### src/rtl/swept_box_collision_time_unit_assert.svh
// assertion macros shared by the swept box collision time unit
`ifndef SWEPT_BOX_COLLISION_TIME_UNIT_ASSERT_SVH
`define SWEPT_BOX_COLLISION_TIME_UNIT_ASSERT_SVH

// condition must never be seen at a clock edge outside reset
`define SBCT_ASSERT_NEVER(lbl, clk, rst, cond) \
   lbl: assert property (@(posedge clk) disable iff (rst) !(cond)) \
      else $error("sbct check failed");

// antecedent in a cycle implies consequent in the same cycle
`define SBCT_ASSERT_IMPLY(lbl, clk, rst, ante, cons) \
   lbl: assert property (@(posedge clk) disable iff (rst) (ante) |-> (cons)) \
      else $error("sbct check failed");

`endif

### src/rtl/sbct_pkg.sv
// shared constants and beat types of the swept box collision time unit
`default_nettype none
package sbct_pkg;

   localparam int COORD_BITS = 16;
   localparam int FRAC_BITS  = 8;
   localparam int TIME_BITS  = 16;
   localparam int MOVE_BITS  = 24;

   localparam int DIST_BITS  = COORD_BITS + 1;
   localparam int WU_BITS    = MOVE_BITS - FRAC_BITS;
   localparam int SW_BITS    = ((COORD_BITS > WU_BITS) ? COORD_BITS : WU_BITS) + 1;
   localparam int QUO_BITS   = COORD_BITS + FRAC_BITS + TIME_BITS;
   localparam int RADIX_BITS = 2;
   localparam int DIV_STAGES = (QUO_BITS + RADIX_BITS - 1) / RADIX_BITS;
   localparam int NUM_BITS   = DIV_STAGES * RADIX_BITS;
   localparam int TQ_BITS    = NUM_BITS + 3;

   localparam int MID_DEPTH   = 4;
   localparam int MID_AW      = $clog2(MID_DEPTH);
   localparam int OUT_DEPTH   = 32;
   localparam int OUT_AW      = $clog2(OUT_DEPTH);
   localparam int CREDIT_BITS = $clog2(OUT_DEPTH + 1);

   localparam int LANES   = 4;
   localparam int LANE_XE = 0;
   localparam int LANE_XX = 1;
   localparam int LANE_YE = 2;
   localparam int LANE_YX = 3;

   localparam logic [1:0] SIDE_RIGHT  = 2'd0;
   localparam logic [1:0] SIDE_LEFT   = 2'd1;
   localparam logic [1:0] SIDE_BOTTOM = 2'd2;
   localparam logic [1:0] SIDE_TOP    = 2'd3;

   localparam logic signed [TQ_BITS-1:0] T_ONE = TQ_BITS'(1) << TIME_BITS;
   localparam logic signed [TQ_BITS-1:0] T_INF = TQ_BITS'(1) << (NUM_BITS + 1);

   typedef struct packed {
      logic signed [COORD_BITS-1:0] mover_left;
      logic signed [COORD_BITS-1:0] mover_top;
      logic signed [COORD_BITS-1:0] mover_right;
      logic signed [COORD_BITS-1:0] mover_bottom;
      logic signed [COORD_BITS-1:0] target_left;
      logic signed [COORD_BITS-1:0] target_top;
      logic signed [COORD_BITS-1:0] target_right;
      logic signed [COORD_BITS-1:0] target_bottom;
      logic signed [MOVE_BITS-1:0]  move_x;
      logic signed [MOVE_BITS-1:0]  move_y;
   } req_type;

   typedef struct packed {
      logic                 hit;
      logic [TIME_BITS:0]   entry_time;
      logic [1:0]           struck_side;
   } rsp_type;

   // classified item handed from the front to the divider pipeline
   typedef struct packed {
      logic                                 reject;
      logic                                 x_zero;
      logic                                 y_zero;
      logic                                 x_neg;
      logic                                 y_neg;
      logic                                 dxe_pos;
      logic                                 dye_pos;
      logic [LANES-1:0]                     d_neg;
      logic [LANES-1:0][COORD_BITS-1:0]     d_mag;
      logic [MOVE_BITS-1:0]                 x_mag;
      logic [MOVE_BITS-1:0]                 y_mag;
   } cls_type;

endpackage
`default_nettype wire

### src/rtl/sbct_front.sv
// front: overlap and broad-phase tests, entry and exit distances, divisor magnitudes
`default_nettype none
module sbct_front (
   input  sbct_pkg::req_type req,
   output sbct_pkg::cls_type cls
);
   import sbct_pkg::*;

   function automatic logic boxes_meet(
      input logic signed [SW_BITS-1:0] al, at, ar, ab,
      input logic signed [SW_BITS-1:0] bl, bt, br, bb);
      boxes_meet = !(al > br || ar < bl || at > bb || ab < bt);
   endfunction

   logic signed [SW_BITS-1:0]   al, at, ar, ab, bl, bt, br, bb;
   logic signed [SW_BITS-1:0]   sl, st, sr, sb;
   logic signed [MOVE_BITS-1:0] bias_x, bias_y, sum_x, sum_y;
   logic signed [WU_BITS-1:0]   wu_x, wu_y;
   logic                        x_pos, y_pos;
   logic signed [DIST_BITS-1:0] gap [LANES];

   assign al = SW_BITS'(req.mover_left);
   assign at = SW_BITS'(req.mover_top);
   assign ar = SW_BITS'(req.mover_right);
   assign ab = SW_BITS'(req.mover_bottom);
   assign bl = SW_BITS'(req.target_left);
   assign bt = SW_BITS'(req.target_top);
   assign br = SW_BITS'(req.target_right);
   assign bb = SW_BITS'(req.target_bottom);

   assign x_pos = !req.move_x[MOVE_BITS-1] && (|req.move_x);
   assign y_pos = !req.move_y[MOVE_BITS-1] && (|req.move_y);

   // truncate toward zero: bias negative values before the arithmetic shift
   assign bias_x = req.move_x[MOVE_BITS-1] ? MOVE_BITS'((1 << FRAC_BITS) - 1) : '0;
   assign bias_y = req.move_y[MOVE_BITS-1] ? MOVE_BITS'((1 << FRAC_BITS) - 1) : '0;
   assign sum_x  = req.move_x + bias_x;
   assign sum_y  = req.move_y + bias_y;
   assign wu_x   = sum_x[MOVE_BITS-1:FRAC_BITS];
   assign wu_y   = sum_y[MOVE_BITS-1:FRAC_BITS];

   assign sl = x_pos ? al : al + SW_BITS'(wu_x);
   assign sr = x_pos ? ar + SW_BITS'(wu_x) : ar;
   assign st = y_pos ? at : at + SW_BITS'(wu_y);
   assign sb = y_pos ? ab + SW_BITS'(wu_y) : ab;

   assign gap[LANE_XE] = x_pos ? DIST_BITS'(req.target_left) - DIST_BITS'(req.mover_right)
                               : DIST_BITS'(req.target_right) - DIST_BITS'(req.mover_left);
   assign gap[LANE_XX] = x_pos ? DIST_BITS'(req.target_right) - DIST_BITS'(req.mover_left)
                               : DIST_BITS'(req.target_left) - DIST_BITS'(req.mover_right);
   assign gap[LANE_YE] = y_pos ? DIST_BITS'(req.target_top) - DIST_BITS'(req.mover_bottom)
                               : DIST_BITS'(req.target_bottom) - DIST_BITS'(req.mover_top);
   assign gap[LANE_YX] = y_pos ? DIST_BITS'(req.target_bottom) - DIST_BITS'(req.mover_top)
                               : DIST_BITS'(req.target_top) - DIST_BITS'(req.mover_bottom);

   always_comb begin
      cls.reject  = boxes_meet(al, at, ar, ab, bl, bt, br, bb)
                    || !boxes_meet(sl, st, sr, sb, bl, bt, br, bb);
      cls.x_zero  = !(|req.move_x);
      cls.y_zero  = !(|req.move_y);
      cls.x_neg   = req.move_x[MOVE_BITS-1];
      cls.y_neg   = req.move_y[MOVE_BITS-1];
      cls.x_mag   = req.move_x[MOVE_BITS-1] ? MOVE_BITS'(-req.move_x) : req.move_x;
      cls.y_mag   = req.move_y[MOVE_BITS-1] ? MOVE_BITS'(-req.move_y) : req.move_y;
      cls.dxe_pos = !gap[LANE_XE][DIST_BITS-1] && (|gap[LANE_XE]);
      cls.dye_pos = !gap[LANE_YE][DIST_BITS-1] && (|gap[LANE_YE]);
      for (int l = 0; l < LANES; l++) begin
         cls.d_neg[l] = gap[l][DIST_BITS-1];
         cls.d_mag[l] = gap[l][DIST_BITS-1] ? COORD_BITS'(-gap[l])
                                            : COORD_BITS'(gap[l]);
      end
   end

endmodule
`default_nettype wire

### config.mk
export PLATFORM = sky130hd
export DESIGN_NAME = sbct_front
export DESIGN_NICKNAME = d
export VERILOG_FILES = /design/src/rtl/swept_box_collision_time_unit_assert.svh /design/src/rtl/sbct_pkg.sv /design/src/rtl/sbct_front.sv
export SDC_FILE = /design/constraint.sdc
export NUM_CORES = 1
export LEC_CHECK = 0
export BUFFER_PORTS_ARGS = -buffer_cell sky130_fd_sc_hd__buf_4
export CORE_MARGIN = 8
export CORE_UTILIZATION = 45
export DETAILED_ROUTE_END_ITERATION = 6
export GPL_ROUTABILITY_DRIVEN = 0
export PLACE_DENSITY = 0.71
export SLEW_MARGIN = 20
export SYNTH_ARGS = -nofsm -noshare
export SYNTH_HDL_FRONTEND = slang
export SYNTH_SLANG_ARGS = --single-unit
### constraint.sdc
create_clock -name vclk -period 4.8
set_input_delay 0.24 -clock vclk [all_inputs]
set_output_delay 0.24 -clock vclk [all_outputs]
set_load 0.01 [all_outputs]
# Word level (Yosys, flattened, before mapping)
# Cells that the tools add are included.
dict set report word_totals {
  regBits 0
  output_inout_bits 123
}
dict set report op_classes {
  add_sub_neg 16
  n_lt_le_gt_ge 8
  mux 16
  reduce_logical 22
}
# op n
set ops {}
lappend ops {{$mux W17} 8}
lappend ops {{$add A16 B16 Y17} 4}
lappend ops {{$sub A16 B16 Y17} 4}
lappend ops {{$mux W16} 4}
lappend ops {{$neg A16 Y16} 4}
lappend ops {{$add A24 B9 Y24} 2}
lappend ops {{$mux W24} 2}
lappend ops {{$neg A24 Y24} 2}
lappend ops {{$reduce_or A24 Y1} 2}
lappend ops {{$gt A17 B16 Y1} 2}
lappend ops {{$lt A17 B16 Y1} 2}
lappend ops {{$reduce_or A17 Y1} 2}
lappend ops {{$gt A16 B16 Y1} 2}
lappend ops {{$lt A16 B16 Y1} 2}
lappend ops {{$mux W8} 2}
lappend ops {{$logic_not A1 Y1} 7}
lappend ops {{$logic_or A1 B1 Y1} 7}
lappend ops {{$logic_and A1 B1 Y1} 4}

# Depth between registers and ports, before layout
dict set report logic_depth {
  word_depth 9
  depth_mapped 29
}

# Least setup slack after synthesis
# No wires, ideal clock.
dict set report synth_timing {
  path_type {in2out}
  from {input req[1] (netlist name)}
  to {output cls[122] (netlist name)}
  t_arrival_ns 5.060
  required_ns 4.560
  slack_ns -0.500
  stages 25
  path_buffers 0
  path_cell_list {ha_1 a31o_2 a21o_1 a21o_1 a21oi_1 o21ai_0 nand2_1 xnor2_1 ha_1 fa_1 a21o_1 a21oi_1 o21bai_1 a2111oi_0 o31ai_1 o211a_1 o21ai_0 nor2_1 a211oi_1 ha_1 a21oi_1 nor2b_1 a2111oi_0 o211ai_1 nand4b_1}
}
# item line_no
set synth_lines {}
lappend synth_lines {{start, declared} sbct_front.sv:4} ;# input sbct_pkg::req_type req,
lappend synth_lines {{end, declared} sbct_front.sv:5} ;# output sbct_pkg::cls_type cls

==> impl_metrics.py <==
metrics = {
    "outcome": {
        "outcome": "complete, but fails checks",
        "violations": "setup timing",
    },
    "die": {
        "start_util_pct": 45.9,
        "dieArea_um2": 34000,
        "core_um2": 27900,
        "die-height_um": 184,
        "pin_count": 299,
        "std_cell_rows": 61,
        "die_w_um": 184,
    },
    "logic_synthesis": {
        "ys_seq_area_share_pct": 0,
        "yosys-top-cells-area": "sky130_fd_sc_hd__ha_1 (22%), sky130_fd_sc_hd__xnor2_1 (11%), sky130_fd_sc_hd__inv_1 (5.6%), sky130_fd_sc_hd__a21oi_1 (4.9%), sky130_fd_sc_hd__nand2_1 (4.8%)",
        "synth_warn": 0,
        "post-synth-top-area-cell": "sky130_fd_sc_hd__ha_1",
        "synth_top_area_share_pct": 21.6,
        "postSynthAreaPerCell_um2": 6.83,
        "synth_area_um2": 12800,
        "mappedNetlistNets": 2276,
        "post_synth_num_cell_types": 87,
        "synthesis.instances": 1871,
    },
    "power_and_ir_drop": {
        "peakVddDrop_v": 0.000116,
        "netSwitchingFraction_pct": 51.7,
        "p_sw_mw": 1.56,
        "leakage_nw": 8.57,
        "power_frac_seq_pct": 0,
        "pwr-share-comb_pct": 100.0,
        "power_density_nw_per_um2": 173,
        "relative_contribution_of_the_clock_network_to_total_power_pct": 0,
        "intPower_mw": 1.46,
    },
    "placement": {
        "numPlacedInstances": 2667,
        "place_hpwl_um": 37600,
        "place.port_buffers": 299,
        "placed_cell_area_um2": 16800,
    },
    "sta": {
        "timing.final.hold_violations": 0,
        "worst_max_slew_pin_slew_ns": 0.793,
        "grt_setup_unrepaired": "true",
        "fin_crit_sh_pct": 114,
        "slew_viol_final": 0,
        "setup-tns-final_ns": -0.690,
        "final_period_minus_worst_setup_slack_ns": 5.49,
        "final.setup.worst_slack_ns": -0.690,
        "max_clock_freq_mhz": 182,
        "finalSetupViolations": 1,
        "max_slew_margin_pct": 47.1,
        "holdWs_ns": 0.676,
    },
    "setup_path": {
        "cp.required_ns": 4.56,
        "cp_data_arrival_time_ns": 5.25,
        "worst_setup_path_start_kind": "input pin",
        "critPathKind": "input pin to output pin",
        "worst_setup_path_end_kind": "output pin",
        "critical_path.max_fanout": 4,
        "critPathLaunch": "req[25]",
    },
    "detailed_routing": {
        "detail_route.iter0.violations": 752,
        "drtPass1Iterations": 5,
        "drcViolationCount": 0,
        "vias": 15100,
        "drtAntennaViolNets": 0,
        "wl_per_cell_um": 16.5,
        "drt-total-wl_um": 44300,
        "viasPerCell": 5.62,
    },
    "job": {
        "max_cap_viol_count": 0,
    },
    "grt": {
        "grt_pass1_vias": 14800,
        "grt_pass1_wl_um": 69500,
        "grt_max_degree": 48,
        "grt_overflow": 0,
        "initial_antenna_violation_count": 2,
        "grtUsageTotal_pct": 24.3,
    },
    "cells_and_area": {
        "nClkBuffers": 0,
        "layout_common_cells": "sky130_fd_sc_hd__buf_4 (505), sky130_fd_sc_hd__ha_1 (207), sky130_fd_sc_hd__inv_1 (189)",
        "seq_cell_count": 0,
        "area_delta_synth_final_pct": 36.2,
        "final_cell_area_um2": 17400,
        "fill_cells": 2580,
        "layout.cells.non_filler": 2687,
        "seq_area_um2": 0,
        "final_common_cell": "sky130_fd_sc_hd__buf_4",
        "layout-drive-gt1-share_pct": 27.6,
        "layout.nets": 2715,
    },
    "min_path": {
        "hold_start": "req[47]",
        "hold_path_depth": 2,
        "min_path_type": "input pin to output pin",
    },
    "clocking": {
        "ctsHoldBuffers": 0,
    },
}
-- worst paths after layout --
path       end  slack, ns
max   cls[122]      -0.69
min   cls[119]       0.68
-- cell families after synthesis --
group / synth area share [%]
AND/OR/NAND/NOR: 23.0
AO/OA/AOI/OAI: 27.7
buffers and inverters: 8.28
adder cells (fa/ha/maj): 22.9
XOR/XNOR: 14.9
multiplexers: 3.19
-- worst max-delay path, cell delays in order --
cell and delay [ns]:
sky130_fd_sc_hd__buf_4 0.13, sky130_fd_sc_hd__ha_4 0.21, sky130_fd_sc_hd__a31o_4 0.21, sky130_fd_sc_hd__a21o_1 0.19, sky130_fd_sc_hd__a21o_1 0.18, sky130_fd_sc_hd__a21oi_2 0.16
sky130_fd_sc_hd__o21ai_2 0.10, sky130_fd_sc_hd__buf_4 0.15, sky130_fd_sc_hd__nand3_2 0.10, sky130_fd_sc_hd__xnor2_4 0.16, sky130_fd_sc_hd__ha_1 0.28, sky130_fd_sc_hd__a21o_1 0.18
sky130_fd_sc_hd__a21o_1 0.19, sky130_fd_sc_hd__a2111oi_4 0.38, sky130_fd_sc_hd__nor3_4 0.09, sky130_fd_sc_hd__nor3_4 0.17, sky130_fd_sc_hd__or2_4 0.16, sky130_fd_sc_hd__o21ai_1 0.09
sky130_fd_sc_hd__or4_1 0.41, sky130_fd_sc_hd__nand3_1 0.11, sky130_fd_sc_hd__ha_1 0.15, sky130_fd_sc_hd__nand4_1 0.19, sky130_fd_sc_hd__o311ai_2 0.30, sky130_fd_sc_hd__a21oi_2 0.06
sky130_fd_sc_hd__o41ai_2 0.06, sky130_fd_sc_hd__o211ai_1 0.14, sky130_fd_sc_hd__nand4b_1 0.27, sky130_fd_sc_hd__buf_4 0.20
-- layout make-up --
class / count / area, µm² / area share [%]
Tap cell: 378 / 473 / 2.72
Timing Repair Buffer: 510 / 3860 / 22.2
Multi-Input combinational cell: 1608 / 12400 / 71.0
Inverter: 190 / 713 / 4.10
Antenna cell: 1 / 2.50 / 0.0144
-- synth_stat cells, types with 17 or more instances --
master and n:
sky130_fd_sc_hd__nand2_1 162, sky130_fd_sc_hd__nand4_1 28, sky130_fd_sc_hd__a21oi_1 124, sky130_fd_sc_hd__and2_1 18, sky130_fd_sc_hd__nand3_1 56, sky130_fd_sc_hd__nor2b_1 20
sky130_fd_sc_hd__nand2b_1 23, sky130_fd_sc_hd__ha_1 221, sky130_fd_sc_hd__a21o_1 50, sky130_fd_sc_hd__mux2i_1 34, sky130_fd_sc_hd__clkbuf_1 41, sky130_fd_sc_hd__nor2_1 144
sky130_fd_sc_hd__nor3_1 45, sky130_fd_sc_hd__a211oi_1 19, sky130_fd_sc_hd__a31oi_1 17, sky130_fd_sc_hd__o31ai_1 34, sky130_fd_sc_hd__o21a_1 17, sky130_fd_sc_hd__o21ai_0 117
sky130_fd_sc_hd__inv_1 189, sky130_fd_sc_hd__xnor2_1 161, sky130_fd_sc_hd__xor2_1 57
-- what timing repair did --
item	4_1_cts	5_1_grt
setup endpoints to repair	1	1
hold endpoints to repair	0	0
pin swaps	50	28
setup buffers	15	4
resized for setup	57	29
cloned	0	0
-- power by group through the flow --
stage	clock, mW	combinational (mW)	sequential (mW)
global placement	0	2.84	0
CTS	0	2.98	0
finish	0.0000000279	3.02	0
detailed placement	0	2.90	0
global route	0.0000000279	3.31	0
floorplan	0	1.77	0
-- stage by stage --
| stage | utilization, % | setup WS [ns] | power, mW |
|---|---|---|---|
| 6_report | 62.5 | -0.690 | 3.02 |
| 5_1_grt | 62.5 | -0.931 | 3.31 |
| 4_1_cts | 61.8 | -0.642 | 2.98 |
| 3_5_place_dp | 60.3 | -0.790 | 2.90 |
| 3_3_place_gp | 60.3 | -0.741 | 2.84 |
| 2_1_floorplan | - | 0.00529 | 1.77 |
-- per-layer routing --
layer | vias to the layer above | wire length, µm | track usage (%)
met5 | - | 14 | 0
met4 | 2 | 1980 | 9.94
met3 | 99 | 2570 | 2.97
met2 | 451 | 22400 | 45.9
met1 | 6902 | 17300 | 27.2
li1 | 7635 | - | -
Power figures use the tool's default switching activity.
