<file path="config.mk">
export PLATFORM = sky130hd
export DESIGN_NAME = sbct_mid_queue
export DESIGN_NICKNAME = d
export VERILOG_FILES = /design/src/rtl/swept_box_collision_time_unit_assert.svh /design/src/rtl/sbct_pkg.sv /design/src/rtl/sbct_mid_queue.sv
export SDC_FILE = /design/constraint.sdc
export NUM_CORES = 1
export LEC_CHECK = 0
export BUFFER_PORTS_ARGS = -buffer_cell sky130_fd_sc_hd__buf_2
export CAP_MARGIN = 15
export CORE_ASPECT_RATIO = 1.2
export CORE_MARGIN = 3
export CORE_UTILIZATION = 47
export CTS_BUF_LIST = sky130_fd_sc_hd__clkbuf_8 sky130_fd_sc_hd__clkbuf_16
export CTS_CLUSTER_SIZE = 20
export DETAILED_ROUTE_END_ITERATION = 16
export GPL_TIMING_DRIVEN = 0
export PLACE_DENSITY = 0.72
export SLEW_MARGIN = 10
export SYNTH_ARGS = -nofsm -noshare
export SYNTH_HDL_FRONTEND = slang
export SYNTH_SLANG_ARGS = --single-unit
</file>
<file path="constraint.sdc">
create_clock -name clock -period 10.45 [get_ports clock]
set_input_delay 1.045 -clock clock [delete_from_list [all_inputs] [get_ports clock]]
set_output_delay 1.045 -clock clock [all_outputs]
set_load 0.03 [all_outputs]
</file>
<file path="src/rtl/swept_box_collision_time_unit_assert.svh">
// assertion macros shared by the swept box collision time unit
`ifndef SWEPT_BOX_COLLISION_TIME_UNIT_ASSERT_SVH
`define SWEPT_BOX_COLLISION_TIME_UNIT_ASSERT_SVH

// condition must never be seen at a clock edge outside reset
`define SBCT_ASSERT_NEVER(lbl, clk, rst, cond) \
   lbl: assert property (@(posedge clk) disable iff (rst) !(cond)) \
      else $error("sbct check failed");

// antecedent in a cycle implies consequent in the same cycle
`define SBCT_ASSERT_IMPLY(lbl, clk, rst, ante, cons) \
   lbl: assert property (@(posedge clk) disable iff (rst) (ante) |-> (cons)) \
      else $error("sbct check failed");

`endif

</file>
<file path="src/rtl/sbct_pkg.sv">
// shared constants and beat types of the swept box collision time unit
`default_nettype none
package sbct_pkg;

   localparam int COORD_BITS = 16;
   localparam int FRAC_BITS  = 8;
   localparam int TIME_BITS  = 16;
   localparam int MOVE_BITS  = 24;

   localparam int DIST_BITS  = COORD_BITS + 1;
   localparam int WU_BITS    = MOVE_BITS - FRAC_BITS;
   localparam int SW_BITS    = ((COORD_BITS > WU_BITS) ? COORD_BITS : WU_BITS) + 1;
   localparam int QUO_BITS   = COORD_BITS + FRAC_BITS + TIME_BITS;
   localparam int RADIX_BITS = 2;
   localparam int DIV_STAGES = (QUO_BITS + RADIX_BITS - 1) / RADIX_BITS;
   localparam int NUM_BITS   = DIV_STAGES * RADIX_BITS;
   localparam int TQ_BITS    = NUM_BITS + 3;

   localparam int MID_DEPTH   = 4;
   localparam int MID_AW      = $clog2(MID_DEPTH);
   localparam int OUT_DEPTH   = 32;
   localparam int OUT_AW      = $clog2(OUT_DEPTH);
   localparam int CREDIT_BITS = $clog2(OUT_DEPTH + 1);

   localparam int LANES   = 4;
   localparam int LANE_XE = 0;
   localparam int LANE_XX = 1;
   localparam int LANE_YE = 2;
   localparam int LANE_YX = 3;

   localparam logic [1:0] SIDE_RIGHT  = 2'd0;
   localparam logic [1:0] SIDE_LEFT   = 2'd1;
   localparam logic [1:0] SIDE_BOTTOM = 2'd2;
   localparam logic [1:0] SIDE_TOP    = 2'd3;

   localparam logic signed [TQ_BITS-1:0] T_ONE = TQ_BITS'(1) << TIME_BITS;
   localparam logic signed [TQ_BITS-1:0] T_INF = TQ_BITS'(1) << (NUM_BITS + 1);

   typedef struct packed {
      logic signed [COORD_BITS-1:0] mover_left;
      logic signed [COORD_BITS-1:0] mover_top;
      logic signed [COORD_BITS-1:0] mover_right;
      logic signed [COORD_BITS-1:0] mover_bottom;
      logic signed [COORD_BITS-1:0] target_left;
      logic signed [COORD_BITS-1:0] target_top;
      logic signed [COORD_BITS-1:0] target_right;
      logic signed [COORD_BITS-1:0] target_bottom;
      logic signed [MOVE_BITS-1:0]  move_x;
      logic signed [MOVE_BITS-1:0]  move_y;
   } req_type;

   typedef struct packed {
      logic                 hit;
      logic [TIME_BITS:0]   entry_time;
      logic [1:0]           struck_side;
   } rsp_type;

   // classified item handed from the front to the divider pipeline
   typedef struct packed {
      logic                                 reject;
      logic                                 x_zero;
      logic                                 y_zero;
      logic                                 x_neg;
      logic                                 y_neg;
      logic                                 dxe_pos;
      logic                                 dye_pos;
      logic [LANES-1:0]                     d_neg;
      logic [LANES-1:0][COORD_BITS-1:0]     d_mag;
      logic [MOVE_BITS-1:0]                 x_mag;
      logic [MOVE_BITS-1:0]                 y_mag;
   } cls_type;

endpackage
`default_nettype wire

</file>
<file path="src/rtl/sbct_mid_queue.sv">
// short queue of classified items between the front and the divider pipeline
`default_nettype none
module sbct_mid_queue (
   input  logic              clock,
   input  logic              reset,
   input  logic              push,
   input  sbct_pkg::cls_type push_data,
   output logic              full,
   input  logic              pop,
   output sbct_pkg::cls_type pop_data,
   output logic              empty
);
   import sbct_pkg::*;

   cls_type            mem_ff [MID_DEPTH];
   logic [MID_AW-1:0]  wr_ff, wr_in, rd_ff, rd_in;
   logic [MID_AW:0]    cnt_ff, cnt_in;
   logic               do_push, do_pop;

   assign full     = cnt_ff == (MID_AW + 1)'(MID_DEPTH);
   assign empty    = cnt_ff == '0;
   assign do_push  = push && !full;
   assign do_pop   = pop && !empty;
   assign pop_data = mem_ff[rd_ff];

   always_comb begin
      wr_in  = do_push ? wr_ff + 1'b1 : wr_ff;
      rd_in  = do_pop ? rd_ff + 1'b1 : rd_ff;
      cnt_in = cnt_ff + (MID_AW + 1)'(do_push) - (MID_AW + 1)'(do_pop);
   end

   always_ff @(posedge clock) begin
      if (reset) begin
         wr_ff  <= '0;
         rd_ff  <= '0;
         cnt_ff <= '0;
      end else begin
         wr_ff  <= wr_in;
         rd_ff  <= rd_in;
         cnt_ff <= cnt_in;
      end
   end

   always_ff @(posedge clock) begin
      if (do_push) begin
         mem_ff[wr_ff] <= push_data;
      end
   end

endmodule
`default_nettype wire

</file>
==> Word-level counts from Yosys, hierarchy flattened <==
Memory sizes are Yosys's and may differ from the RTL's. A register that Yosys moved wholly into a read port is not among the register bits.
Index checks and enable logic that the tools add are counted.
{ "word_totals": {"regBits": 7, "ram_bits": 492, "in_bits": 127, "output_inout_bits": 125, "elab_cells": 18, "memories": 1} }
{ "classes": {"n_addsub": 4, "eq_ne": 1, "muxes": 4, "reduce_logical": 5} }
{ "mem_list": {"columns": ["name", "depth", "word_bits", "rd", "rd_clocked_by_memory_dff", "wr", "line", "text"], "rows": [
  ["mem_ff", 4, 123, 1, 1, 1, "sbct_mid_queue.sv:15", "cls_type mem_ff [MID_DEPTH];"]
]} }
{ "ops": {"columns": ["op", "n"], "rows": [
  ["adder 2 x 1 -> 2 bit, second input constant", 2],
  ["2-to-1 mux 2 bit", 2],
  ["adder 3 x 1 -> 3 bit", 1],
  ["== test 3 bit, second input constant", 1],
  ["logical NOT 3 bit", 1],
  ["subtractor 3 x 1 -> 3 bit", 1],
  ["logical AND 1 bit", 2],
  ["logical NOT 1 bit", 2],
  ["2-to-1 mux 1 bit", 2]
]} }

==> Depth between registers and ports, before layout <==
Gate-level depths: netlist of the first run.
{ "logic_depth": {"ltp_word": 5, "mapped_depth": 10, "ltp_nobuf": 10} }

==> Least setup slack after synthesis of the first run <==
No wires, ideal clock.
{ "synth_timing": {"kind": "input port to flip-flop", "from": "input port push", "to": "memory mem_ff[0][0] in the netlist's numbering, enable pin", "setup_ns": 0.497, "t_arrival_ns": 4.201, "required_ns": 9.953, "path_slack_ns": 5.752, "stages": 3, "n_path_buf": 0, "cell_sequence": "inv_1 nor2_1 and2_1"} }
{ "synth_between": {"elab_chain_len": 3} }
{ "synth_rtl": {"columns": ["element", "line", "text"], "rows": [
  ["start, declared", "sbct_mid_queue.sv:6", "input logic push,"],
  ["logical AND 1 bit", "sbct_mid_queue.sv:22", "assign do_push = push && !full;"],
  ["2-to-1 mux 1 bit", "sbct_mid_queue.sv:45", "if (do_push) begin"],
  ["2-to-1 mux 1 bit (implied by the code)", "sbct_mid_queue.sv:46", "mem_ff[wr_ff] <= push_data;"],
  ["end, declared", "sbct_mid_queue.sv:15", null]
]} }
Every way passes these cells.

==> results of run 1 <==
[cell usage in the layout (no fill, tap or decap), drive strengths merged, types with 2 or more instances in the layout]
| cell | netlist | layout |
|---|---|---|
| inv | 8 | 17 |
| bufinv | 0 | 5 |
| nor2 | 4 | 4 |
| diode | 0 | 6 |
| nand2b | 2 | 2 |
| o21ai | 2 | 2 |
| and2 | 4 | 4 |
| mux4 | 123 | 123 |
| or3 | 2 | 2 |
| xnor2 | 2 | 2 |
| clkinvlp | 0 | 2 |
| dfxtp | 9 | 9 |
| nor2b | 2 | 2 |
| clkbuf | 6 | 59 |
| edfxtp | 492 | 492 |
| buf | 23 | 281 |
| ha | 6 | 6 |
| clkinv | 0 | 17 |
| a21oi | 2 | 2 |
[final timing paths]
check                          to                   from  slack [ns]  depth (start not counted)
min reg2reg             flip-flop  rd_ff[1]$_SDFFE_PP0P_        0.49                          2
max reg2reg  cnt_ff[2]$_SDFF_PP0_   cnt_ff[1]$_SDFF_PP0_        8.10                         10
min                     flip-flop  rd_ff[1]$_SDFFE_PP0P_        0.49                          2
max                  pop_data[32]              flip-flop        7.05                          4
[logic make-up (layout without fill, tap and decap cells)]
| group | after synthesis | after routing |
|---|---|---|
| muxes | 124 | 124 |
| xor gates and xnor gates | 3 | 3 |
| adders and majority gates | 7 | 7 |
| AOI/OAI and AO/OA | 5 | 5 |
| buffers and inverters | 37 | 381 |
| other | 0 | 6 |
| and+or+nand+nor | 17 | 17 |
| DFF | 501 | 501 |
[through the flow]
| step | instances | total power, µW |
|---|---|---|
| 2_1_floorplan | 694 | 3590 |
| 3_3_place_gp | 1424 | 4030 |
| 3_5_place_dp | 1432 | 4030 |
| 4_1_cts | 1518 | 5730 |
| 5_1_grt | 1522 | 5890 |
| 6_report | 1524 | 5650 |
[area by class of cell]
cell class | count | area share
clock buffers | 53 | 0.0586
flip-flops and latches | 501 | 0.684
clock inverters | 33 | 0.0129
repair buffers | 258 | 0.0673
inverters | 8 | 0.00137
plain buffers | 29 | 0.00887
well taps | 480 | 0.0275
diodes | 6 | 0.000687
multi-input cells | 156 | 0.139
[critical path: stages, from the launching register on]
cell and delay, ns:
dfxtp_1 0.30, buf_2 0.17, clkbuf_1 0.65, mux4_2 0.47, buf_2 0.21
[power breakdown]
part / total (µW) / switching, µW / internal [µW]
registers: 2450 / 39.6 / 2410
logic: 1500 / 936 / 567
clock network: 1700 / 698 / 1000
total: 5650 / 1670 / 3980
[state kept, by name (all words and copies together), names as in the netlist, named ones only]
| signal | count |
|---|---|
| rd_ff | 2 |
| mem_ff | 492 |
| cnt_ff | 3 |
| wr_ff | 2 |
[metal layers]
layer	share of wire	global-route usage	vias to the layer above
li1	-	-	3615
met1	0.39	0.222	4261
met2	0.49	0.267	288
met3	0.082	0.0523	72
met4	0.032	0.0582	6
met5	0.0012	0	-
==> results.py, run 1 <==
metrics = {
    "outcome": {
        "outcome": "completed",
    },
    "drt": {
        "final_antenna_net_count": 0,
        "wl_per_cell_um": 22.6,
        "first_pass_iters": 4,
        "drc": 0,
        "vias": 8242,
        "routed_wl_um": 34400,
        "viasPerCell": 5.41,
        "drtIter0Drc": 434,
    },
    "clocking": {
        "cts_buffers": 48,
        "postCtsSetupBuffers": 0,
        "ctsRootBufferMaster": "clkbuf_16",
        "cts_buffer_depth": 3,
        "clk_pin_slew_ns": 0.06,
        "cts_tree": "done",
        "htreeDepth": 2,
        "clk-insertion-delay-late_ns": 0.55,
        "ctsResizeCount": 0,
        "cts_hold_buf": 0,
        "cts.sinks": 501,
    },
    "power": {
        "powerDensity_mw_per_mm2": 259,
        "cellLeakagePower_uw": 0.00739,
        "peakVddDrop_mv": 0.190,
    },
    "die": {
        "dieArea_mm2": 0.0411,
        "die_w_um": 186,
        "core_mm2": 0.0381,
        "fp.dieH_um": 222,
        "boundaryPins": 252,
        "initial_core_util": 0.478,
        "rows": 78,
    },
    "placement": {
        "dpl.hpwl_um": 21000,
        "gp_congestion": 0.695,
        "place_ws_ns": 7.41,
        "port_buffers": 250,
        "placed_cell_area_mm2": 0.0203,
    },
    "sta": {
        "skew_ns": 0.0107,
        "hold_viol_final": 0,
        "drv_slew": 0,
        "max_slew_margin": 0.444,
        "final.period_utilization": 0.325,
        "tns_ns": 0,
        "max_slew.worst_pin.slew_ns": 0.834,
        "period_needed_ns": 3.40,
        "setup_violations": 0,
        "finalWorstSetupSlack_ns": 7.05,
        "whs_ns": 0.489,
        "rsz0062_at_grt": "false",
        "fmax_ghz": 0.294,
    },
    "yosys": {
        "synth_edf_count": 492,
        "synth_top_family_by_area": "multiplexers",
        "synth-xor-area-share": 0.00144,
        "syn-num-nets": 828,
        "synthTopCellsByCount": "edfxtp_1 (492), mux4_2 (123), buf_2 (14)",
        "yosysTopAreaCell": "edfxtp_1",
        "yosysWarnings": 0,
        "synth.distinct_cells": 23,
        "synth_fa_ha_area_frac": 0.00522,
        "synth.most_common_cell": "edfxtp_1",
        "yosysSeqAreaShare": 0.822,
        "synth.area.mux_share": 0.153,
        "ys_ff_latch": 501,
        "synth-async-reset-ratio": 0,
        "synth_ff_type": "edfxtp_1",
        "netlist_area_mm2": 0.0182,
        "synth_top_area_share": 0.812,
        "syn_avg_cell_area_um2": 26.2,
        "yosys.area_share.simple": 0.00516,
        "ys_top_cells_by_area": "edfxtp_1 (81%), mux4_2 (15%), dfxtp_1 (0.99%), buf_6 (0.56%), ha_1 (0.41%)",
        "synth_compound_area_frac": 0.00151,
        "synthCells": 694,
    },
    "grt": {
        "grt_first_pass_wirelength_um": 52200,
        "overflow": 0,
        "grt_max_degree": 51,
        "grt_util_all_layers": 0.168,
        "first_global_vias": 8598,
        "antenna_found_initial": 10,
    },
    "setup_path": {
        "cp-end-kind": "output pin",
        "startpoint_type": "flip-flop",
        "critPathArrivalTime_ns": 2.35,
        "path_class": "reg2out",
        "cp.required_ns": 9.41,
        "critPathMaxFanout": 10,
    },
    "layout": {
        "multiInputGateArea_mm2": 0.00303,
        "final_util": 0.574,
        "nNetsFinal": 1136,
        "final_area_mm2": 0.0219,
        "regArea_mm2": 0.0150,
        "nFillCells": 2768,
        "drive_gt1_frac": 0.461,
        "syn_to_final_growth_pct": 20.1,
    },
    "job": {
        "cap_viol_max_count": 0,
    },
    "worst_hold_path": {
        "min_path_type": "reg2reg",
    },
}
Note: power is estimated with default switching activity, not from simulation.
==> inputs of run 2 (changes only) <==
ABC_AREA = 1   (was not set)
clock period = 3.27 ns   (was 10.45 ns; I/O delays follow)
==> run 2 against run 1 <==
- clock power increased to 3.3 times the previous value
- global-route usage up 5.4 points
- wire length grew 42%
- via count increased by 51%
- die area increased by 5.0%
- combinational power rose to 4.0 times the previous value
- setup slack worse by 6.6 ns
- critical endpoint is now pop_data[50]
- non-clock buffer count is 190 higher
- critical path depth increased by 2
- sequential power grew to 3.3 times the previous value
- flip-flop and latch count did not move
- final cell count grew 50%
==> results.py, run 2 <==
metrics = {
    "outcome": {
        "outcome": "completed",
    },
    "die": {
        "fp.dieH_um": 227,
        "boundaryPins": 252,
        "rows": 80,
        "core_mm2": 0.0399,
        "dieArea_mm2": 0.0432,
        "initial_core_util": 0.479,
        "die_w_um": 190,
    },
    "layout": {
        "instances_no_fill": 2282,
        "syn_to_final_growth_pct": 27.5,
        "largest_reg_flops": 492,
        "top_regs": "mem_ff (492), cnt_ff (3)",
        "nNetsFinal": 1839,
        "final_common_cell": "edfxtp_1",
        "top_register": "mem_ff",
        "drive_gt1_frac": 0.278,
        "layout_common_cells": "edfxtp_1 (492), buf_2 (276), nor2_1 (216)",
    },
    "clocking": {
        "cts_buffers": 48,
        "ctsResizeCount": 0,
        "cts.sinks": 501,
        "cts_hold_buf": 124,
        "ctsRootBufferMaster": "clkbuf_16",
        "cts_buffer_depth": 3,
        "clk_pin_slew_ns": 0.06,
        "htreeDepth": 2,
        "cts_tree": "done",
        "clk-insertion-delay-late_ns": 0.57,
        "postCtsSetupBuffers": 0,
    },
    "yosys": {
        "synth-xor-area-share": 0,
        "syn-num-nets": 1392,
        "synth_top_area_share": 0.772,
        "synth_compound_area_frac": 0.119,
        "yosysSeqAreaShare": 0.782,
        "synth.area.mux_share": 0,
        "yosysWarnings": 0,
        "synth.most_common_cell": "edfxtp_1",
        "synth_ff_type": "edfxtp_1",
        "ys_ff_latch": 501,
        "synth-async-reset-ratio": 0,
        "syn_avg_cell_area_um2": 15.2,
        "synthCells": 1258,
        "synth_fa_ha_area_frac": 0.00497,
        "yosysTopAreaCell": "edfxtp_1",
        "synthTopCellsByCount": "edfxtp_1 (492), nor2_1 (220), o21ai_0 (123), o21ai_1 (123), o22ai_1 (83)",
        "synth.distinct_cells": 22,
        "synth_top_family_by_area": "compound AO/OA/AOI/OAI gates",
        "netlist_area_mm2": 0.0191,
        "ys_top_cells_by_area": "edfxtp_1 (77%), nor2_1 (4.3%), o21ai_0 (3.2%), o21ai_1 (3.2%), o22ai_1 (2.7%)",
        "yosys.area_share.simple": 0.0596,
        "synth_edf_count": 492,
    },
    "setup_path": {
        "reg2regPathDepth": 6,
        "critPathMaxFanout": 10,
        "regToRegEndpoint": "mem_ff[3][98]$_DFFE_PP_",
        "r2r_start": "cnt_ff[1]$_SDFF_PP0_",
        "cp.required_ns": 2.94,
        "cp-end-kind": "output pin",
        "path_class": "reg2out",
        "crit_end": "pop_data[50]",
        "critPathArrivalTime_ns": 2.52,
        "startpoint_type": "flip-flop",
        "rrSetupSlack_ns": 0.85,
    },
    "drt": {
        "drtIter0Drc": 952,
        "wl_per_cell_um": 21.4,
        "first_pass_iters": 5,
        "viasPerCell": 5.46,
        "vias": 12500,
        "routed_wl_um": 48900,
        "drc": 0,
        "final_antenna_net_count": 0,
    },
    "sta": {
        "max_slew_margin": 0.451,
        "fmax_ghz": 0.351,
        "setup_violations": 0,
        "tns_ns": 0,
        "rsz0062_at_grt": "false",
        "hold_viol_final": 0,
        "final.period_utilization": 0.870,
        "skew_ns": 0.0161,
        "max_slew.worst_pin.slew_ns": 0.822,
        "drv_slew": 0,
        "period_needed_ns": 2.85,
        "whs_ns": 0.0659,
    },
    "placement": {
        "port_buffers": 251,
        "dpl.hpwl_um": 30100,
        "gp_congestion": 0.748,
        "numPlacedInstances": 2064,
    },
    "power": {
        "powerDensity_mw_per_mm2": 800,
        "peakVddDrop_mv": 0.637,
        "power_uw": 19500,
        "cellLeakagePower_uw": 0.00869,
    },
    "worst_hold_path": {
        "min_path_type": "in2reg",
    },
    "grt": {
        "grt_max_degree": 26,
        "grt_util_all_layers": 0.222,
        "antenna_found_initial": 4,
        "first_global_vias": 12900,
        "overflow": 0,
        "grt_first_pass_wirelength_um": 73200,
    },
    "job": {
        "cap_viol_max_count": 0,
    },
}
-- run 2: changes by cell type after synthesis, moves of 11 or more --
cell      change
nor2_1      +216
nor2_2       +40
o22ai_1      +83
nand2_1      +11
o21ai_1     +123
o22ai_2      +40
clkbuf_1     +16
buf_2        +11
mux4_2      -123
o21ai_0     +121
-- run 2: cell type report --
class	count	area [µm²]
Fill cell	2901	15500
Buffer	80	589
Multi-Input combinational cell	657	3540
Tap cell	533	667
Antenna cell	5	12.5
Clock buffer	49	1230
Clock inverter	40	338
Timing Repair Buffer	397	2980
Sequential cell	501	15000
Inverter	20	77.6
-- run 2: how the worst min path moves through the flow --
stage | from | end | slack (ns) | cells past startpoint
floorplan | reset | cnt_ff[0]$_SDFF_PP0_ | 0.40 | 1
global placement | rd_ff[0]$_SDFFE_PP0P_ | rd_ff[0]$_SDFFE_PP0P_ | 0.46 | 2
detailed placement | rd_ff[0]$_SDFFE_PP0P_ | rd_ff[0]$_SDFFE_PP0P_ | 0.49 | 2
CTS | pop | rd_ff[0]$_SDFFE_PP0P_ | 0.04 | 3
global route | pop | rd_ff[0]$_SDFFE_PP0P_ | 0.09 | 3
finish | pop | rd_ff[0]$_SDFFE_PP0P_ | 0.07 | 3
-- run 2: layer usage --
metal / wire (µm) / vias to the layer above / global-route usage
met5: 0 / - / 0
met4: 1510 / 0 / 0.0800
met3: 3460 / 100 / 0.0427
met2: 25500 / 517 / 0.400
met1: 18500 / 6193 / 0.266
li1: - / 5655 / -
-- run 2: cell families after synthesis --
group / after synthesis
and+or+nand+nor: 276
adders and majority gates: 7
AOI/OAI and AO/OA: 374
buffers and inverters: 100
DFF: 501
-- run 2: through the flow --
step                      area (µm²)  worst slack (ns)  utilization
after detailed placement       21600             0.833        0.540
after floorplan                19100             -1.07            -
final                          24400             0.424        0.611
after global placement         21100             -3.81        0.527
after CTS                      24400             0.372        0.610
after global routing           24400             0.248        0.610
-- run 2: critical path, stage by stage, from the launching register on --
cell and delay [ns]:
dfxtp_1 0.43, inv_2 0.21, buf_6 0.21, clkbuf_1 0.43, o21ai_1 0.16, o22ai_1 0.25
buf_2 0.25
-- run 2: power by group --
group	switching, µW	internal (µW)
logic	4170	1810
registers	177	7810
clock network	2350	3190
