<file path="config.mk">
export PLATFORM = sky130hd
export DESIGN_NAME = sbct_out_queue
export DESIGN_NICKNAME = d
export VERILOG_FILES = /design/src/rtl/swept_box_collision_time_unit_assert.svh /design/src/rtl/sbct_pkg.sv /design/src/rtl/sbct_out_queue.sv
export SDC_FILE = /design/constraint.sdc
export NUM_CORES = 1
export LEC_CHECK = 0
export BUFFER_PORTS_ARGS = -buffer_cell sky130_fd_sc_hd__buf_2
export CAP_MARGIN = 40
export CORE_MARGIN = 10
export CORE_UTILIZATION = 30
export DETAILED_ROUTE_END_ITERATION = 16
export GPL_ROUTABILITY_DRIVEN = 0
export SKIP_CTS_REPAIR_TIMING = 1
export SYNTH_ARGS = -nofsm -noshare
export SYNTH_HDL_FRONTEND = slang
export SYNTH_SLANG_ARGS = --single-unit
</file>
<file path="constraint.sdc">
create_clock -name clock -period 4.1 [get_ports clock]
set_input_delay 0.41 -clock clock [delete_from_list [all_inputs] [get_ports clock]]
set_output_delay 0.41 -clock clock [all_outputs]
set_load 0.02 [all_outputs]
</file>
<file path="src/rtl/swept_box_collision_time_unit_assert.svh">
// assertion macros shared by the swept box collision time unit
`ifndef SWEPT_BOX_COLLISION_TIME_UNIT_ASSERT_SVH
`define SWEPT_BOX_COLLISION_TIME_UNIT_ASSERT_SVH

// condition must never be seen at a clock edge outside reset
`define SBCT_ASSERT_NEVER(lbl, clk, rst, cond) \
   lbl: assert property (@(posedge clk) disable iff (rst) !(cond)) \
      else $error("sbct check failed");

// antecedent in a cycle implies consequent in the same cycle
`define SBCT_ASSERT_IMPLY(lbl, clk, rst, ante, cons) \
   lbl: assert property (@(posedge clk) disable iff (rst) (ante) |-> (cons)) \
      else $error("sbct check failed");

`endif

</file>
<file path="src/rtl/sbct_pkg.sv">
// shared constants and beat types of the swept box collision time unit
`default_nettype none
package sbct_pkg;

   localparam int COORD_BITS = 16;
   localparam int FRAC_BITS  = 8;
   localparam int TIME_BITS  = 16;
   localparam int MOVE_BITS  = 24;

   localparam int DIST_BITS  = COORD_BITS + 1;
   localparam int WU_BITS    = MOVE_BITS - FRAC_BITS;
   localparam int SW_BITS    = ((COORD_BITS > WU_BITS) ? COORD_BITS : WU_BITS) + 1;
   localparam int QUO_BITS   = COORD_BITS + FRAC_BITS + TIME_BITS;
   localparam int RADIX_BITS = 2;
   localparam int DIV_STAGES = (QUO_BITS + RADIX_BITS - 1) / RADIX_BITS;
   localparam int NUM_BITS   = DIV_STAGES * RADIX_BITS;
   localparam int TQ_BITS    = NUM_BITS + 3;

   localparam int MID_DEPTH   = 4;
   localparam int MID_AW      = $clog2(MID_DEPTH);
   localparam int OUT_DEPTH   = 32;
   localparam int OUT_AW      = $clog2(OUT_DEPTH);
   localparam int CREDIT_BITS = $clog2(OUT_DEPTH + 1);

   localparam int LANES   = 4;
   localparam int LANE_XE = 0;
   localparam int LANE_XX = 1;
   localparam int LANE_YE = 2;
   localparam int LANE_YX = 3;

   localparam logic [1:0] SIDE_RIGHT  = 2'd0;
   localparam logic [1:0] SIDE_LEFT   = 2'd1;
   localparam logic [1:0] SIDE_BOTTOM = 2'd2;
   localparam logic [1:0] SIDE_TOP    = 2'd3;

   localparam logic signed [TQ_BITS-1:0] T_ONE = TQ_BITS'(1) << TIME_BITS;
   localparam logic signed [TQ_BITS-1:0] T_INF = TQ_BITS'(1) << (NUM_BITS + 1);

   typedef struct packed {
      logic signed [COORD_BITS-1:0] mover_left;
      logic signed [COORD_BITS-1:0] mover_top;
      logic signed [COORD_BITS-1:0] mover_right;
      logic signed [COORD_BITS-1:0] mover_bottom;
      logic signed [COORD_BITS-1:0] target_left;
      logic signed [COORD_BITS-1:0] target_top;
      logic signed [COORD_BITS-1:0] target_right;
      logic signed [COORD_BITS-1:0] target_bottom;
      logic signed [MOVE_BITS-1:0]  move_x;
      logic signed [MOVE_BITS-1:0]  move_y;
   } req_type;

   typedef struct packed {
      logic                 hit;
      logic [TIME_BITS:0]   entry_time;
      logic [1:0]           struck_side;
   } rsp_type;

   // classified item handed from the front to the divider pipeline
   typedef struct packed {
      logic                                 reject;
      logic                                 x_zero;
      logic                                 y_zero;
      logic                                 x_neg;
      logic                                 y_neg;
      logic                                 dxe_pos;
      logic                                 dye_pos;
      logic [LANES-1:0]                     d_neg;
      logic [LANES-1:0][COORD_BITS-1:0]     d_mag;
      logic [MOVE_BITS-1:0]                 x_mag;
      logic [MOVE_BITS-1:0]                 y_mag;
   } cls_type;

endpackage
`default_nettype wire

</file>
<file path="src/rtl/sbct_out_queue.sv">
// result queue that holds every result the divider pipeline has in flight
`default_nettype none
module sbct_out_queue (
   input  logic              clock,
   input  logic              reset,
   input  logic              push,
   input  sbct_pkg::rsp_type push_data,
   output logic              full,
   input  logic              pop,
   output sbct_pkg::rsp_type pop_data,
   output logic              empty
);
   import sbct_pkg::*;

   rsp_type            mem_ff [OUT_DEPTH];
   logic [OUT_AW-1:0]  wr_ff, wr_in, rd_ff, rd_in;
   logic [OUT_AW:0]    cnt_ff, cnt_in;
   logic               do_push, do_pop;

   assign full     = cnt_ff == (OUT_AW + 1)'(OUT_DEPTH);
   assign empty    = cnt_ff == '0;
   assign do_push  = push && !full;
   assign do_pop   = pop && !empty;
   assign pop_data = mem_ff[rd_ff];

   always_comb begin
      wr_in  = do_push ? wr_ff + 1'b1 : wr_ff;
      rd_in  = do_pop ? rd_ff + 1'b1 : rd_ff;
      cnt_in = cnt_ff + (OUT_AW + 1)'(do_push) - (OUT_AW + 1)'(do_pop);
   end

   always_ff @(posedge clock) begin
      if (reset) begin
         wr_ff  <= '0;
         rd_ff  <= '0;
         cnt_ff <= '0;
      end else begin
         wr_ff  <= wr_in;
         rd_ff  <= rd_in;
         cnt_ff <= cnt_in;
      end
   end

   always_ff @(posedge clock) begin
      if (do_push) begin
         mem_ff[wr_ff] <= push_data;
      end
   end

endmodule
`default_nettype wire

</file>
## After elaboration in Yosys (flattened, before gate mapping)

Memories as Yosys holds them, arrays and structs flattened. A register that Yosys moved wholly into a read port is not among the register bits.
Cells that the tools add are included.

| operators by class | value |
|---|---|
| add/sub/neg operators | 4 |
| equality and inequality tests | 1 |
| muxes and demuxes | 4 |
| reduce and logical (&&, ||, !) cells | 5 |

Operators with widths:

| operator | count |
|---|---|
| 5-bit by 1-bit adder with 5-bit output (second input constant) | 2 |
| 5-bit 2-to-1 mux | 2 |
| 6-bit by 1-bit adder with 6-bit output | 1 |
| 6-bit equality test (second input constant) | 1 |
| 6-bit logical NOT | 1 |
| 6-bit by 1-bit subtractor with 6-bit output | 1 |
| 1-bit logical AND | 2 |
| 1-bit logical NOT | 2 |
| 1-bit 2-to-1 mux | 2 |

| word-level totals | value |
|---|---|
| flip-flop bits (word level) | 16 |
| bits in writable memories | 640 |
| input port bits | 24 |
| output and inout port bits | 22 |
| logic and storage cells | 18 |
| memories kept | 1 |

Memory list:

| memory | depth | bits a word | read ports | clocked after Yosys merged registers in | wr ports | line | text |
|---|---|---|---|---|---|---|---|
| mem_ff | 32 | 20 | 1 | 1 | 1 | sbct_out_queue.sv:15 | `rsp_type mem_ff [OUT_DEPTH];` |

## Longest topological paths before layout

Gate-level depths: netlist of run 1.

| depth | value |
|---|---|
| depth in word-level cells | 5 |
| mapped depth | 15 |

## Least setup slack after synthesis of run 1

No wires, ideal clock.

| timing | value |
|---|---|
| path kind | reg2reg |
| from | register cnt_ff[2] |
| to | register cnt_ff[4] |
| library setup time | 131 ps |
| arrival time | 2,497 ps |
| data required time | 3,969 ps |
| path slack | 1,472 ps |
| stages on the path, launching flop included | 16 |
| cells stage by stage | dfxtp_1 > inv_1 > ha_1 > nand4bb_1 > and2_1 > clkbuf_1 > inv_1 > ha_1 > inv_1 > ha_1 > inv_1 > fa_1 > nand2b_1 > a21oi_1 > o21a_1 > nor3_1 |

| on the way | value |
|---|---|
| word-level cells in the longest chain between the ends | 5 |
| elaborated cells on any way between the ends | 8 |

Ends and longest elaborated chain:

| item | line | text |
|---|---|---|
| start, declared | sbct_out_queue.sv:17 | `logic [OUT_AW:0] cnt_ff, cnt_in;` |
| start signal, assigned | sbct_out_queue.sv:40 | `cnt_ff <= cnt_in;` |
| 6-bit equality test | sbct_out_queue.sv:20 | `assign full = cnt_ff == (OUT_AW + 1)'(OUT_DEPTH);` |
| 1-bit logical NOT | sbct_out_queue.sv:22 | `assign do_push = push && !full;` |
| 1-bit logical AND | sbct_out_queue.sv:22 |  |
| 6-bit by 1-bit adder with 6-bit output | sbct_out_queue.sv:29 | `cnt_in = cnt_ff + (OUT_AW + 1)'(do_push) - (OUT_AW + 1)'(do_pop);` |
| 6-bit by 1-bit subtractor with 6-bit output * | sbct_out_queue.sv:29 |  |

Mark *: on every way between the ends. The rest lies on a longest branch, timed or not.
A chain may end at the register's enable or synchronous reset.

==> metrics.yaml, run 1 <==
outcome:
  status: "complete, no violations"
logic_synthesis:
  ys.warnings.count: 0
  synth.avg_cell_area_um2: 19.7
  ys_ff_latch: 661
  yosysUniqueCellTypes: 40
  synth_ff_type: "edfxtp_1"
  seq_area_frac_synth_pct: 77.0
  syn_nets: 1334
  synth_area_um2: 25500
  synth_edf_count: 640
  syn_inst: 1295
  async_flop_share_pct: 0
route:
  num_vias: 12900
  ant_nets: 0
  viasPerCell: 4.98
  first_iter_violations: 1357
  drt-pass1-iter-count: 5
  post_drt_wl_per_cell_um: 24.2
  wirelength_um: 62800
  drc: 0
floorplanning:
  die_area_um2: 97100
  num_rows: 106
  core_area_um2: 84000
  start_util_pct: 30.4
  dieWidth_um: 312
  die_height_um: 312
  ios: 46
cells_and_area:
  fill_cells: 7727
  finish.utilization_pct: 35.3
  instances_no_fill: 2589
  fin_nets: 1443
  design_area_um2: 29600
  drive_gt1_share_pct: 22.5
  diodes: 0
  area_delta_synth_final_pct: 16.1
sta:
  hold_viol_final: 0
  worst_slack_ns: 0.537
  skew_ns: 0.0275
  whs_ns: 0.179
  timing.final.max_slew_violations: 0
  grt_setup_unrepaired: "false"
  finalSetupViolations: 0
  period_share_pct: 86.9
  maxSlewHeadroom_pct: 45.9
  period_minus_slack_ns: 3.56
  max_freq_mhz: 281
  tns_ns: 0
  worstMarginPinSlew_ns: 0.811
min_path:
  hp-class: "input pin to register"
  min_from: "push"
  whs_path_depth: 4
  whs_endpoint: "wr_ff[3]$_SDFFE_PP0P_"
worst_setup_path:
  critPathArrivalTime_ns: 3.15
  cpPeakStageDelay_ns: 0.74
  slowest_stage: "dfxtp_4"
  worst-setup-path-type: "register to output pin"
  reg2reg_to: "cnt_ff[4]$_SDFF_PP0_"
  crit_path_end_kind: "output pin"
  worst_setup_path_start_kind: "register"
  rr_worst_depth: 14
  rrSetupSlack_ns: 1.28
  critPathMaxFanout: 30
  cp.buffers_inverters: 3
  crit_family: "buffers and inverters"
  critPathRequiredTime_ns: 3.69
  path_cells: "buf_12 > buf_4 > mux4_2 > a22oi_1 > nand4_1 > buf_2"
  reg2reg_from: "cnt_ff[2]$_SDFF_PP0_"
global_routing:
  antenna_found_initial: 13
  grt_pass1_vias: 13200
  grtUsageTotal_pct: 12.8
  grt_max_degree: 43
  grt_pass1_wl_um: 91800
  grt_overflow: 0
power_and_ir_drop:
  ir_worst_vdd_mv: 0.228
  power-per-cell-area_nw_per_um2: 521
  power_mw: 15.4
  p_leak_nw: 8.89
place:
  place_area_um2: 27500
  place_ws_ns: 1.05
  hpwl_um: 36500
  placed_cells: 2470
  io_buffers: 45
cts:
  numCtsBuffers: 66
  cts.root.buffer_cell: "clkbuf_16"
  cts_tree: "built"
  clock_path_buffers: 3
  h-tree-depth: 3
  clk_pin_slew_ns: 0.06
  insertion_delay_ns: 0.60
  cts.sinks: 661
run:
  maxCapViolations: 0
placed cells by master, fill, tap and decap left out, drive strengths merged, types with 3 or more instances in the layout:
cell	n
edfxtp	640
nand2	11
a22oi	120
mux4	80
bufinv	5
and2	4
ha	14
nor2	47
o21a	3
clkbuf	84
inv	21
a21oi	4
nand4	24
clkinv	25
mux2i	160
nor2b	3
dfxtp	21
xor2	7
buf	112
nand3	45
worst register-to-register path: stages, from the launching register on:
cell and delay, ns:
dfxtp_1 0.34, inv_1 0.07, ha_1 0.21, nand4bb_1 0.19, and2_1 0.28, inv_1 0.09
ha_1 0.29, inv_1 0.06, ha_1 0.15, inv_1 0.06, fa_1 0.42, nand2b_1 0.16
a21oi_1 0.20, o21a_1 0.14, nor3_1 0.04
routing by layer:
layer | part of all wire (%) | global-route usage, %
met5 | 0.26 | 0
met4 | 2.1 | 3.14
met3 | 9.6 | 4.48
met2 | 47 | 19.8
met1 | 41 | 16.9
power breakdown:
group          internal, mW  switching (mW)
sequential             7.55           0.103
combinational         0.732            1.20
clock                  3.38            2.48
total                  11.7            3.79
worst max path at each step:
stage               slack, ns  cells past startpoint                   end
global route             0.27                      6          pop_data[16]
CTS                      0.41                      6          pop_data[16]
finish                   0.54                      6          pop_data[16]
detailed placement       1.05                      6          pop_data[16]
global placement         1.10                      6          pop_data[16]
floorplan                1.47                     15  cnt_ff[4]$_SDFF_PP0_
cell usage after synthesis (2+ instances only):
| library cell | instances | area share, % |
|---|---|---|
| nor4_1 | 2 | 0.049 |
| a22oi_1 | 120 | 3.5 |
| nor2_1 | 46 | 0.68 |
| xnor2_1 | 2 | 0.069 |
| o21a_1 | 3 | 0.088 |
| and3_1 | 2 | 0.049 |
| dfxtp_1 | 21 | 1.6 |
| buf_4 | 11 | 0.32 |
| inv_1 | 16 | 0.24 |
| edfxtp_1 | 640 | 75 |
| mux2i_1 | 160 | 6.3 |
| buf_2 | 26 | 0.51 |
| and2_1 | 4 | 0.098 |
| nand3_1 | 45 | 0.88 |
| a21oi_1 | 4 | 0.078 |
| clkbuf_1 | 26 | 0.38 |
| nand4bb_1 | 2 | 0.088 |
| buf_1 | 2 | 0.029 |
| nor3_1 | 2 | 0.039 |
| nand2_1 | 11 | 0.16 |
| nor2b_1 | 3 | 0.074 |
| mux4_2 | 80 | 7.1 |
| or3b_2 | 2 | 0.069 |
| buf_6 | 6 | 0.26 |
| ha_1 | 14 | 0.69 |
| nand3b_1 | 2 | 0.059 |
| nand4_1 | 24 | 0.59 |
| xor2_1 | 7 | 0.24 |
state kept, by name (all words and copies together), names as in the netlist, named ones only:
signal,flops
cnt_ff,6
mem_ff,640
wr_ff,5
rd_ff,5
logic make-up (layout without fill, tap and decap cells):
logic type | Yosys count | after routing | share of synthesized area (%)
flip-flops | 661 | 661 | 77.0
multiplexers | 240 | 240 | 13.3
AND/OR/NAND/NOR | 153 | 153 | 3.06
buffers and inverters | 87 | 247 | 1.75
XOR/XNOR | 9 | 9 | 0.309
adder cells (fa/ha/maj) | 15 | 15 | 0.765
AO/OA/AOI/OAI | 130 | 130 | 3.77
cell type report:
class	count	area [um2]	share of cell area, %
Sequential cell	661	19600	66.3
Multi-Input combinational cell	547	5530	18.7
Clock buffer	84	1760	5.95
Tap cell	1134	1420	4.79
Timing Repair Buffer	112	876	2.96
Clock inverter	35	325	1.10
Inverter	16	60.1	0.203
Note: power is estimated with default switching activity, not from simulation.
==> run 2: changes to the inputs <==
--- a/config.mk
+++ b/config.mk
@@ -5,6 +5,7 @@
 export SDC_FILE = /design/constraint.sdc
 export NUM_CORES = 1
 export LEC_CHECK = 0
+export ABC_AREA = 1
 export BUFFER_PORTS_ARGS = -buffer_cell sky130_fd_sc_hd__buf_2
 export CAP_MARGIN = 40
 export CORE_MARGIN = 10
==> metrics.yaml, run 2 <==
route:
  num_vias: 17600  # was 12900
  first_iter_violations: 1890  # was 1357
  post_drt_wl_per_cell_um: 20.1  # was 24.2 um
  ant_nets: 0  # unchanged
  wirelength_um: 72300  # was 62800 um
  drt-pass1-iter-count: 6  # was 5
  drc: 0  # unchanged
  viasPerCell: 4.91  # was 4.98
floorplanning:
  dieWidth_um: 320  # was 312 um
  ios: 46  # unchanged
  num_rows: 110  # was 106
  core_area_um2: 89700  # was 84000 um2
  start_util_pct: 30.2  # was 30.4%
  die_height_um: 320  # was 312 um
  die_area_um2: 103000  # was 97100 um2
place:
  place_ws_ns: 1.23  # was 1.05 ns
  io_buffers: 45  # unchanged
  hpwl_um: 40000  # was 36500 um
cells_and_area:
  layout_common_cells: "nand2_1 (920), edfxtp_1 (640), nand3_1 (489), clkbuf_16 (73), buf_4 (48)"  # was edfxtp_1 (640), mux2i_1 (160), a22oi_1 (120), mux4_2 (80), clkbuf_16 (68)
  drive_gt1_share_pct: 9.54  # was 22.5%
  fin_nets: 2410  # was 1443
  largest_reg_flops: 640  # unchanged
  area_delta_synth_final_pct: 13.5  # was 16.1%
  diodes: 0  # unchanged
  final_common_cell: "nand2_1"  # was edfxtp_1
  top_regs: "mem_ff (640), cnt_ff (6)"  # unchanged
  regMostFlops: "mem_ff"  # unchanged
sta:
  timing.final.max_slew_violations: 0  # unchanged
  maxSlewHeadroom_pct: 8.30  # was 45.9%
  worstMarginPinSlew_ns: 1.38  # was 0.811 ns
  max_freq_mhz: 292  # was 281 MHz
  tns_ns: 0  # unchanged
  finalSetupViolations: 0  # unchanged
  period_share_pct: 83.5  # was 86.9%
  grt_setup_unrepaired: "false"  # unchanged
  hold_viol_final: 0  # unchanged
  period_minus_slack_ns: 3.42  # was 3.56 ns
  skew_ns: 0.0122  # was 0.0275 ns
  worst_slack_ns: 0.678  # was 0.537 ns
cts:
  clk_pin_slew_ns: 0.06  # about the same
  cts_tree: "built"  # unchanged
  cts.root.buffer_cell: "clkbuf_16"  # unchanged
  cts.sinks: 661  # unchanged
  numCtsBuffers: 68  # was 66
  clock_path_buffers: 3  # unchanged
  h-tree-depth: 3  # unchanged
  insertion_delay_ns: 0.59  # was 0.60 ns
power_and_ir_drop:
  power_mw: 17.0  # was 15.4 mW
  power-per-cell-area_nw_per_um2: 553  # was 521 nW/um2
  ir_worst_vdd_mv: 0.458  # was 0.228 mV
  p_leak_nw: 11.1  # was 8.89 nW
logic_synthesis:
  syn_nets: 2369  # was 1334
  synth.avg_cell_area_um2: 11.6  # was 19.7 um2
  yosysUniqueCellTypes: 28  # was 40
  yosysTopAreaCellShare_pct: 70.9  # was 75.4%
  async_flop_share_pct: 0  # unchanged
  synth_top_cell_by_area: "edfxtp_1"  # unchanged
  syn_inst: 2330  # was 1295
  seq_area_frac_synth_pct: 72.5  # was 77.0%
  synth_most_common_cell: "nand2_1"  # was edfxtp_1
  synth_area_um2: 27100  # was 25500 um2
  ys_ff_latch: 661  # unchanged
  synth_edf_count: 640  # unchanged
  synth_area_leaders: "edfxtp_1 (71%), nand2_1 (13%), nand3_1 (9.0%)"  # was edfxtp_1 (75%), mux4_2 (7.1%), mux2i_1 (6.3%)
  ys_top_cells_by_count: "nand2_1 (920), edfxtp_1 (640), nand3_1 (489)"  # was edfxtp_1 (640), mux2i_1 (160), a22oi_1 (120)
  ys.warnings.count: 0  # unchanged
  synth_ff_type: "edfxtp_1"  # unchanged
global_routing:
  top_usage_layer: "met2"  # unchanged
  use_met1_pct: 19.3  # was 16.9%
  grt_overflow: 0  # unchanged
  grt_max_degree: 161  # was 43
  grt_pass1_wl_um: 109000  # was 91800 um
  antenna_found_initial: 3  # was 13
  grtUsageTotal_pct: 13.8  # was 12.8%
  met3_usage_pct: 2.34  # was 4.48%
  grt_pass1_vias: 16800  # was 13200
  grt_use_met2_pct: 21.9  # was 19.8%
worst_setup_path:
  crit_path_end_kind: "output pin"  # unchanged
  critPathMaxFanout: 160  # was 30
  critPathArrivalTime_ns: 3.01  # was 3.15 ns
  worst_setup_path_start_kind: "register"  # unchanged
  worst-setup-path-type: "register to output pin"  # unchanged
  critPathRequiredTime_ns: 3.69  # about the same
min_path:
  hp-class: "input pin to register"  # unchanged
run:
  maxCapViolations: 0  # unchanged
outcome:
  status: "complete, no violations"  # unchanged
-- run 2: changes by cell type in the layout (fill, tap and decap cells not counted), sizes merged, moves of 12 or more --
cell and change:
nand2 +910, nand3 +444, mux2i -160, a22oi -120, mux4 -80, nand4 -20
clkbuf +12
-- run 2: power by group --
| group | internal [mW] | switching (mW) |
|---|---|---|
| Sequential | 7.54 | 0.0805 |
| Clock | 3.45 | 2.48 |
| Combinational | 0.968 | 2.49 |
-- run 2: final timing paths --
kind / start / to / slack, ns / depth (start not counted)
worst min register to register: rd_ff[0]$_SDFFE_PP0N_ / rd_ff[0]$_SDFFE_PP0N_ / 0.51 / 1
worst max-delay path: register / pop_data[7] / 0.68 / 9
worst max register to register: cnt_ff[2]$_SDFF_PP0_ / mem_ff[25][8]$_DFFE_PP_ / 1.24 / 8
worst min-delay path: reset / cnt_ff[1]$_SDFF_PP0_ / 0.09 / 2
-- run 2: worst max-delay path, cell delays in order, from the launching register on --
cell     delay [ns]
dfxtp_4        0.38
buf_12         0.41
nand3_1        0.17
nand3_1        0.20
nand2_1        0.08
nand2_1        0.06
nand2_1        0.09
nand2_1        0.06
nand2_1        0.17
buf_2          0.23
-- run 2: logic make-up after synthesis --
kind of cell / share of synthesized area, %
AOI/OAI and AO/OA: 0.467
DFF: 72.5
buffers and inverters: 3.69
and+or+nand+nor: 22.6
adders and majority gates: 0.721
xor gates and xnor gates: 0.0647
-- run 2: cell type report --
class / instances / area (um2)
inverters: 33 / 138
flip-flops and latches: 661 / 19700
well taps: 1176 / 1470
clock buffers: 96 / 1920
repair buffers: 107 / 868
clock inverters: 24 / 178
fillers: 8798 / 59000
multi-input cells: 1500 / 6530
-- run 2: per-layer routing --
metal / vias up / wire length, um
li1: 8177 / -
met1: 8679 / 32300
met2: 677 / 33400
met3: 111 / 5080
met4: 0 / 1540
met5: - / 0
-- run 2: metrics by stage --
stage	cells	cell area, um2	util [%]	hold WS, ns
6_report	3597	30800	34.3	0.0912
5_1_grt	3597	30800	34.3	0.0984
4_1_cts	3597	30800	34.3	0.0639
3_5_place_dp	3477	28700	31.9	0.494
3_3_place_gp	3474	28600	31.9	0.486
2_1_floorplan	2330	27100	-	0.459
